### src/rtl/mte_pkg.sv
// ----------------------------------------------------------------------------
// mte_pkg
// Types, character codes and helper functions for the multi-tap text entry.
// ----------------------------------------------------------------------------
package mte_pkg;

	// character codes
	localparam logic [6:0] CHAR_EMPTY = 7'h00;
	localparam logic [6:0] CHAR_SPACE = 7'h20;
	localparam logic [6:0] CHAR_ONE   = 7'h31;

	// button combinations, bit k is button k+1
	localparam logic [8:0] BTN_CLEAR = 9'h006;
	localparam logic [8:0] BTN_MODE  = 9'h030;
	localparam logic [8:0] BTN_SPACE = 9'h180;

	localparam int NUM_BUTTONS = 9;

	// letter selector within a group
	localparam logic [1:0] SEL_FIRST  = 2'd0;
	localparam logic [1:0] SEL_SECOND = 2'd1;
	localparam logic [1:0] SEL_THIRD  = 2'd2;

	typedef enum logic [2:0] {
		ST_IDLE   = 3'b001,
		ST_UPDATE = 3'b010,
		ST_EMIT   = 3'b100
	} state_t;

	typedef struct packed {
		logic [4:0]  position;
		logic [6:0]  glyph;
		logic [15:0] count;
		logic        digit_mode;
		logic        last;
	} result_t;

	// letter of a key group
	function automatic logic [6:0] group_letter(input logic [3:0] key, input logic [1:0] sel);
		logic [20:0] row;
		logic [6:0]  res;
		case (key)
			4'd0: row = {7'h2E, 7'h51, 7'h5A};
			4'd1: row = {7'h41, 7'h42, 7'h43};
			4'd2: row = {7'h44, 7'h45, 7'h46};
			4'd3: row = {7'h47, 7'h48, 7'h49};
			4'd4: row = {7'h4A, 7'h4B, 7'h4C};
			4'd5: row = {7'h4D, 7'h4E, 7'h4F};
			4'd6: row = {7'h50, 7'h52, 7'h53};
			4'd7: row = {7'h54, 7'h55, 7'h56};
			4'd8: row = {7'h57, 7'h58, 7'h59};
			default: row = '0;
		endcase
		case (sel)
			SEL_FIRST:  res = row[20:14];
			SEL_SECOND: res = row[13:7];
			default:    res = row[6:0];
		endcase
		return res;
	endfunction

	// four-digit bcd increment, wraps at 9999
	function automatic logic [15:0] bcd_inc(input logic [15:0] v);
		logic [15:0] r;
		logic        carry;
		r = v;
		carry = 1'b1;
		for (int d = 0; d < 4; d++) begin
			if (carry) begin
				if (r[4*d +: 4] >= 4'd9) begin
					r[4*d +: 4] = 4'd0;
				end else begin
					r[4*d +: 4] = r[4*d +: 4] + 4'd1;
					carry = 1'b0;
				end
			end
		end
		return r;
	endfunction

endpackage

### src/rtl/mte_out_fifo.sv
// ----------------------------------------------------------------------------
// mte_out_fifo
// Two-entry result queue that decouples the line read-out from the output beat.
// ----------------------------------------------------------------------------
module mte_out_fifo (
	input  logic              clk,
	input  logic              arst_n,
	input  logic              push,
	input  mte_pkg::result_t  push_data,
	input  logic              pop,
	output logic              out_valid,
	output mte_pkg::result_t  out_data,
	output logic [1:0]        fill
);
	import mte_pkg::*;

	result_t    entry_q [2];
	logic       wr_ptr_q;
	logic       rd_ptr_q;
	logic [1:0] cnt_q;

	// entry storage
	always_ff @(posedge clk) begin
		if (push) begin
			entry_q[wr_ptr_q] <= push_data;
		end
	end

	// pointers and fill level
	always_ff @(posedge clk or negedge arst_n) begin
		if (!arst_n) begin
			wr_ptr_q <= 1'b0;
			rd_ptr_q <= 1'b0;
			cnt_q    <= 2'd0;
		end else begin
			if (push) begin
				wr_ptr_q <= ~wr_ptr_q;
			end
			if (pop) begin
				rd_ptr_q <= ~rd_ptr_q;
			end
			if (push && !pop) begin
				cnt_q <= cnt_q + 2'd1;
			end else if (pop && !push) begin
				cnt_q <= cnt_q - 2'd1;
			end
		end
	end

	assign out_valid = (cnt_q != 2'd0);
	assign out_data  = entry_q[rd_ptr_q];
	assign fill      = cnt_q;

`ifndef SYNTHESIS
	a_no_overflow: assert property (@(posedge clk) disable iff (!arst_n)
		push |-> (cnt_q != 2'd2 || pop))
		else $error("result queue overflow");
	a_fill_range: assert property (@(posedge clk) disable iff (!arst_n)
		cnt_q != 2'd3)
		else $error("result queue fill out of range");
	a_drain: assert property (@(posedge clk) disable iff (!arst_n)
		(pop && !push) |=> (cnt_q == $past(cnt_q) - 2'd1))
		else $error("result queue fill did not drop on pop");
`endif

endmodule

### src/rtl/multitap_text_entry.sv
// ----------------------------------------------------------------------------
// multitap_text_entry
// Multi-tap keypad text entry: edits a line held in a one-port-read memory
// and reads the whole line back out, one cell per result beat.
// ----------------------------------------------------------------------------
// sequence per press: the edit cell is read when the press beat is taken, one
//   read-modify-write update follows, then the line is read out one cell per
//   cycle through the single read port of the line memory while the result
//   queue has room; a new press beat is taken only after the last cell read
// reset: control state, cell valid bits, mode and press count clear at once;
//   the line memory itself is not cleared, invalid cells edit as empty and read out as spaces
module multitap_text_entry #(
	parameter int LINE_LENGTH = 32
) (
	input  logic       clk,
	input  logic       arst_n,
	input  logic       item_valid,
	output logic       item_ready,
	input  logic [8:0] buttons,
	output logic       result_valid,
	input  logic       result_ready,
	output logic [4:0] position,
	output logic [6:0] glyph,
	output logic [3:0] count_thousands,
	output logic [3:0] count_hundreds,
	output logic [3:0] count_tens,
	output logic [3:0] count_ones,
	output logic       digit_mode,
	output logic       last
);
	import mte_pkg::*;

	localparam int             AW       = $clog2(LINE_LENGTH);
	localparam logic [AW:0]    LEN_EXT  = (AW+1)'(LINE_LENGTH);
	localparam logic [AW-1:0]  LAST_IDX = AW'(LINE_LENGTH - 1);

	// line memory and control state
	logic [6:0]             line_mem [LINE_LENGTH];
	logic [LINE_LENGTH-1:0] valid_q;
	state_t                 state_q;
	logic [8:0]             buttons_q;
	logic [AW-1:0]          edit_q;
	logic [AW-1:0]          base_q;
	logic                   mode_q;
	logic [15:0]            count_q;
	logic [AW-1:0]          emit_idx_q;

	// read pipeline
	logic [6:0]    rd_data_s1;
	logic          rd_valid_s1;
	logic          emit_pend_s1;
	logic [4:0]    tag_pos_s1;
	logic          tag_last_s1;

	logic          accept;
	logic          issue;
	logic          pop;
	logic          rd_en;
	logic [AW-1:0] rd_addr;
	logic [1:0]    fill;
	logic [1:0]    occ;
	result_t       push_data;
	result_t       head;

	// update path
	logic [6:0]    cur;
	logic [3:0]    key;
	logic          key_any;
	logic          wr_en;
	logic [AW-1:0] wr_addr;
	logic [6:0]    wr_data;
	logic          clear_all;
	logic          do_append;
	logic [6:0]    app_char;
	logic [AW-1:0] edit_d;
	logic [AW-1:0] base_d;
	logic          mode_d;

	// logical cell to memory address, the line is a ring starting at base
	function automatic logic [AW-1:0] phys(input logic [AW-1:0] base, input logic [AW-1:0] l);
		logic [AW:0] s;
		s = {1'b0, base} + {1'b0, l};
		if (s >= LEN_EXT) begin
			s = s - LEN_EXT;
		end
		return s[AW-1:0];
	endfunction

	// handshakes
	assign item_ready = (state_q == ST_IDLE);
	assign accept     = item_valid && item_ready;
	assign pop        = result_valid && result_ready;
	assign occ        = fill + {1'b0, emit_pend_s1};
	assign issue      = (state_q == ST_EMIT) && ((occ < 2'd2) || (occ == 2'd2 && pop));
	assign rd_en      = accept || issue;
	assign rd_addr    = (state_q == ST_IDLE) ? phys(base_q, edit_q) : phys(base_q, emit_idx_q);

	// lowest pressed button
	always_comb begin
		key     = 4'd0;
		key_any = 1'b0;
		for (int i = NUM_BUTTONS - 1; i >= 0; i--) begin
			if (buttons_q[i]) begin
				key     = 4'(i);
				key_any = 1'b1;
			end
		end
	end

	// edit decision on the cell read at the edit position
	always_comb begin
		cur       = rd_valid_s1 ? rd_data_s1 : CHAR_EMPTY;
		wr_en     = 1'b0;
		wr_addr   = phys(base_q, edit_q);
		wr_data   = CHAR_EMPTY;
		clear_all = 1'b0;
		do_append = 1'b0;
		app_char  = CHAR_SPACE;
		edit_d    = edit_q;
		base_d    = base_q;
		mode_d    = mode_q;
		if (state_q == ST_UPDATE) begin
			if ((buttons_q & BTN_CLEAR) == BTN_CLEAR) begin
				clear_all = 1'b1;
				edit_d    = '0;
				base_d    = '0;
			end else if ((buttons_q & BTN_MODE) == BTN_MODE) begin
				mode_d = ~mode_q;
			end else if ((buttons_q & BTN_SPACE) == BTN_SPACE) begin
				do_append = 1'b1;
				app_char  = CHAR_SPACE;
			end else if (key_any) begin
				if (mode_q) begin
					do_append = 1'b1;
					app_char  = CHAR_ONE + {3'd0, key};
				end else if (cur == CHAR_EMPTY) begin
					wr_en   = 1'b1;
					wr_data = group_letter(key, SEL_FIRST);
				end else if (cur == group_letter(key, SEL_FIRST)) begin
					wr_en   = 1'b1;
					wr_data = group_letter(key, SEL_SECOND);
				end else if (cur == group_letter(key, SEL_SECOND)) begin
					wr_en   = 1'b1;
					wr_data = group_letter(key, SEL_THIRD);
				end else if (cur == group_letter(key, SEL_THIRD)) begin
					wr_en   = 1'b1;
					wr_data = group_letter(key, SEL_FIRST);
				end else begin
					do_append = 1'b1;
					app_char  = group_letter(key, SEL_FIRST);
				end
			end
			// append: write an empty edit cell in place, else advance, or rotate the ring when the line is full
			if (do_append) begin
				wr_en   = 1'b1;
				wr_data = app_char;
				if (cur != CHAR_EMPTY) begin
					if (edit_q == LAST_IDX) begin
						base_d  = (base_q == LAST_IDX) ? '0 : base_q + 1'b1;
						wr_addr = base_q;
					end else begin
						edit_d  = edit_q + 1'b1;
						wr_addr = phys(base_q, edit_q + 1'b1);
					end
				end
			end
		end
	end

	// line memory, one write and one registered read per cycle
	always_ff @(posedge clk) begin
		if (wr_en) begin
			line_mem[wr_addr] <= wr_data;
		end
		if (rd_en) begin
			rd_data_s1 <= line_mem[rd_addr];
		end
	end

	// cell valid bits and read tags
	always_ff @(posedge clk or negedge arst_n) begin
		if (!arst_n) begin
			valid_q      <= '0;
			rd_valid_s1  <= 1'b0;
			emit_pend_s1 <= 1'b0;
		end else begin
			if (clear_all) begin
				valid_q <= '0;
			end else if (wr_en) begin
				valid_q[wr_addr] <= 1'b1;
			end
			if (rd_en) begin
				rd_valid_s1 <= valid_q[rd_addr];
			end
			emit_pend_s1 <= issue;
		end
	end

	always_ff @(posedge clk) begin
		if (issue) begin
			tag_pos_s1  <= 5'(emit_idx_q);
			tag_last_s1 <= (emit_idx_q == LAST_IDX);
		end
	end

	// sequencer and editing state
	always_ff @(posedge clk or negedge arst_n) begin
		if (!arst_n) begin
			state_q    <= ST_IDLE;
			buttons_q  <= '0;
			edit_q     <= '0;
			base_q     <= '0;
			mode_q     <= 1'b0;
			count_q    <= '0;
			emit_idx_q <= '0;
		end else begin
			case (state_q)
				ST_IDLE: begin
					if (accept) begin
						buttons_q <= buttons;
						state_q   <= ST_UPDATE;
					end
				end
				ST_UPDATE: begin
					edit_q     <= edit_d;
					base_q     <= base_d;
					mode_q     <= mode_d;
					count_q    <= bcd_inc(count_q);
					emit_idx_q <= '0;
					state_q    <= ST_EMIT;
				end
				ST_EMIT: begin
					if (issue) begin
						if (emit_idx_q == LAST_IDX) begin
							state_q <= ST_IDLE;
						end else begin
							emit_idx_q <= emit_idx_q + 1'b1;
						end
					end
				end
				default: begin
					state_q <= ST_IDLE;
				end
			endcase
		end
	end

	// result beat assembly
	always_comb begin
		push_data.position   = tag_pos_s1;
		push_data.glyph      = rd_valid_s1 ? rd_data_s1 : CHAR_SPACE;
		push_data.count      = count_q;
		push_data.digit_mode = mode_q;
		push_data.last       = tag_last_s1;
	end

	mte_out_fifo u_out_fifo (
		.clk       (clk),
		.arst_n    (arst_n),
		.push      (emit_pend_s1),
		.push_data (push_data),
		.pop       (pop),
		.out_valid (result_valid),
		.out_data  (head),
		.fill      (fill)
	);

	assign position        = head.position;
	assign glyph           = head.glyph;
	assign count_thousands = head.count[15:12];
	assign count_hundreds  = head.count[11:8];
	assign count_tens      = head.count[7:4];
	assign count_ones      = head.count[3:0];
	assign digit_mode      = head.digit_mode;
	assign last            = head.last;

`ifndef SYNTHESIS
	a_accept_update: assert property (@(posedge clk) disable iff (!arst_n)
		accept |=> (state_q == ST_UPDATE))
		else $error("press beat not followed by update");
	a_update_emit: assert property (@(posedge clk) disable iff (!arst_n)
		(state_q == ST_UPDATE) |=> (state_q == ST_EMIT && emit_idx_q == '0))
		else $error("update not followed by line read-out");
	a_edit_range: assert property (@(posedge clk) disable iff (!arst_n)
		(edit_q <= LAST_IDX) && (base_q <= LAST_IDX))
		else $error("edit position or ring base out of line");
	a_last_read: assert property (@(posedge clk) disable iff (!arst_n)
		(issue && emit_idx_q == LAST_IDX) |=> (state_q == ST_IDLE && emit_pend_s1 && tag_last_s1))
		else $error("final cell read did not end the read-out");
`endif

endmodule
### config.mk
export PLATFORM = sky130hd
export DESIGN_NAME = multitap_text_entry
export DESIGN_NICKNAME = d
export VERILOG_FILES = /design/src/rtl/mte_pkg.sv /design/src/rtl/mte_out_fifo.sv /design/src/rtl/multitap_text_entry.sv
export SDC_FILE = /design/constraint.sdc
export NUM_CORES = 1
export LEC_CHECK = 0
export BUFFER_PORTS_ARGS = -buffer_cell sky130_fd_sc_hd__buf_4
export CAP_MARGIN = 20
export CORE_UTILIZATION = 65
export CTS_BUF_LIST = sky130_fd_sc_hd__clkbuf_4
export CTS_CLUSTER_SIZE = 30
export DETAILED_ROUTE_END_ITERATION = 7
export GPL_ROUTABILITY_DRIVEN = 0
export HOLD_SLACK_MARGIN = 0.02
export PLACE_DENSITY = 0.82
export SYNTH_ARGS = -nofsm -noshare
export SYNTH_HDL_FRONTEND = slang
export SYNTH_SLANG_ARGS = --single-unit
### constraint.sdc
create_clock -name clk -period 12.2 [get_ports clk]
set_input_delay 2.44 -clock clk [delete_from_list [all_inputs] [get_ports clk]]
set_output_delay 2.44 -clock clk [all_outputs]
set_load 0.01 [all_outputs]
==> run_results.csv <==
group,metric,value,unit
placed_design,io_buffer_count,44,
sta,fin_setup_tns,0,ns
sta,finalCriticalPeriod,5.72,ns
pwr,vdd_ir_drop_max,153,uV
synthesis,seq_area_frac_synth,62.2,%
critical_path,arrival,6.07,ns
routing,drt_iter0_drc,1041,
cts,cts_tree,"done",
sta,slew_violations,0,
die,die_w,167,um
synthesis,syn_area_per_cell,12.0,um^2
critical_path,crit_required,12.55,ns
final_layout,area_growth,10.2,%
min_path,hp-class,"reg2reg",
critical_path,endpoint_kind,"flip-flop",
global_routing,grt_overflow_total,0,
die,die_h,167,um
critical_path,crit_chain,"nand2b_1, a2111oi_2, or2_2, inv_1, ha_1, nor2b_1, nand4_1, a21boi_0, nand3_1, nor4_2, nor4_2, o32ai_2, nand2b_1, nor2_1",
pwr,cellLeakagePower,7.22,nW
die,ioPinCount,45,
final_layout,fin_util,73.8,%
critical_path,crit_fanout,16,
global_routing,grt_antenna_before_repair,1,
routing,drcViolationCount,0,
global_routing,grt_max_degree,102,
synthesis,async_reset_ff_share,21.6,%
synthesis,yosysWarnings,0,
placed_design,postPlaceCellArea,0.0183,mm^2
sta,tightest_slew,1.01,ns
routing,post_drt_wl_per_cell,19.5,um
routing,first_pass_iters,5,
synthesis,ys.flop_type,"edfxtp_1",
critical_path,reg2reg_slack,6.48,ns
final_layout,nets,1589,
critical_path,crit_slowest_cell,"nor4_2",
final_layout,layout-drive-gt1-share,18.2,%
sta,rsz0062_at_grt,"no",
cts,cts_resized,0,
synthesis,syn_area,0.0177,mm^2
synthesis,ys_ff_latch,379,
synthesis,syn_nets,1523,
global_routing,grt_pass1_wl,60500,um
synthesis,netlist_instances,1468,
routing,wirelength,37900,um
critical_path,cpPeakStageDelay,0.73,ns
cts,root_buffer,"clkbuf_4",
pwr,powerDensity,231,mW/mm^2
critical_path,path_class,"reg2reg",
cts,postCtsSetupBuffers,0,
cts,cts.sinks,379,
sta,final_hold_viol_count,0,
synthesis,synth-edff-count,297,
critical_path,regToRegStartpoint,"buttons_q[6]",
die,die_area,0.0278,mm^2
critical_path,cp-start-kind,"flip-flop",
die,start_util,67.0,%
global_routing,grt.total_usage,27.9,%
sta,setup_violations,0,
sta,max_freq,0.175,GHz
final_layout,nFillCells,1754,
die,core.rowCount,59,
cts,cts.reportedPaths.clkPinSlew,0.07,ns
min_path,min-delay-start,"tag_pos_s1[3]",
routing,avgViaCountPerCell,6.21,
sta,clock_skew,0.0424,ns
cts,htreeDepth,3,
job,cap_viol_max_count,0,
final_layout,fin_area,0.0195,mm^2
critical_path,startpoint,"buttons_q[6]",
global_routing,first_global_vias,11921,
synthesis,synth_cell_types,76,
sta,period_share,46.9,%
cts,cts.path.max_buffers,3,
sta,max_slew_margin,31.6,%
cts,numCtsBuffers,91,
die,core_area,0.0264,mm^2
sta,whs,0.421,ns
run_status,status,"finished clean",
placed_design,hpwl,24400,um
cts,clk_latency,0.74,ns
routing,dr_total_vias,12089,
cts,cts_hold_buf,0,
routing,ant_nets,0,
-- critical path: cells and delay by family (launching register included) --
| family | cells | cell delay, ns |
|---|---|---|
| AOI/OAI and AO/OA | 3 | 1.24 |
| adders and majority gates | 1 | 0.37 |
| DFF | 1 | 0.45 |
| buffers and inverters | 1 | 0.14 |
| and+or+nand+nor | 9 | 3.13 |
-- final timing paths --
kind                                             endpoint  cells after the start
worst max-delay path                       line_mem[4][3]                     14
worst min-delay path            u_out_fifo.entry_q[1][28]                      0
worst max register to register             line_mem[4][3]                     14
worst min register to register  u_out_fifo.entry_q[1][28]                      0
max in group asynchronous                      count_q[7]                      2
min in group asynchronous                     valid_q[14]                      1
-- kinds of logic (layout without fill, tap and decap cells) --
family | after synthesis | after routing | share of synthesized area (%)
other | 0 | 3 | 0
adder cells (fa/ha/maj) | 42 | 42 | 3.10
multiplexers | 49 | 49 | 3.04
buffers and inverters | 124 | 266 | 2.84
AO/OA/AOI/OAI | 362 | 362 | 14.6
XOR/XNOR | 31 | 31 | 1.54
flip-flops | 379 | 379 | 62.2
AND/OR/NAND/NOR | 481 | 481 | 12.8
-- layer usage --
layer | GRT usage (%) | routed length (um) | vias to the layer above
li1 | - | - | 5677
met2 | 46.2 | 18500 | 554
met3 | 5.44 | 2880 | 111
met5 | 0 | 0 | -
met1 | 35.6 | 15200 | 5747
met4 | 13.5 | 1330 | 0
-- power by group --
group | total, mW | internal, mW | switching [mW] | leakage, nW
logic | 1.85 | 0.652 | 1.20 | 2.59
registers | 1.63 | 1.52 | 0.106 | 3.91
clock network | 1.02 | 0.529 | 0.490 | 0.710
-- final cells by class --
type | instances | area, um^2 | share of cell area [%]
inverter | 33 | 124 | 0.636
multi-input combinational | 965 | 6270 | 32.2
timing repair buffer | 64 | 480 | 2.47
tap | 335 | 419 | 2.15
clock inverter | 29 | 140 | 0.720
antenna | 3 | 7.51 | 0.0386
sequential | 379 | 11000 | 56.4
clock buffer | 140 | 1050 | 5.40
-- placed cells by master, fill, tap and decap left out, drive strengths merged, types with 36 or more instances in the layout --
| master | Yosys | layout |
|---|---|---|
| mux2 | 37 | 37 |
| ha | 39 | 39 |
| nor2 | 77 | 77 |
| dfrtp | 81 | 81 |
| buf | 30 | 64 |
| a211oi | 84 | 84 |
| edfxtp | 297 | 297 |
| a21oi | 48 | 48 |
| a31oi | 36 | 36 |
| nand2 | 231 | 231 |
| nor2b | 70 | 70 |
| clkbuf | 61 | 140 |
| o21ai | 72 | 72 |
-- registers in the layout, summed over array words and instances (netlist names) --
register and cells:
tag_last_s1 1, base_q 5, valid_q 32, edit_q 5, rd_valid_s1 1, mode_q 1
u_out_fifo.entry_q 60, rd_data_s1 7, emit_idx_q 5, emit_pend_s1 1, tag_pos_s1 5, u_out_fifo.fill 2
line_mem 224, count_q 16, u_out_fifo.wr_ptr_q 1, buttons_q 9, state_q 3, u_out_fifo.rd_ptr_q 1
-- synthesized netlist by cell type, drive strengths merged, types with 36 or more instances --
library cell | instances | area share (%)
dfrtp | 81 | 11
nor2b | 70 | 2.5
clkbuf | 61 | 1.3
mux2 | 37 | 2.4
nand2 | 231 | 4.9
nor2 | 77 | 1.7
ha | 39 | 2.8
edfxtp | 297 | 51
o21ai | 72 | 2.0
a21oi | 48 | 1.4
a211oi | 84 | 3.6
a31oi | 36 | 1.3
-- stage by stage --
step | setup slack (ns) | total power, mW | instances
floorplan | 6.93 | 2.97 | 1468
detailed placement | 6.61 | 3.46 | 1776
global placement | 6.74 | 3.41 | 1776
CTS | 6.61 | 4.49 | 1945
global route | 6.12 | 4.76 | 1948
finish | 6.48 | 4.50 | 1948
(Power assumes the default switching activity.)
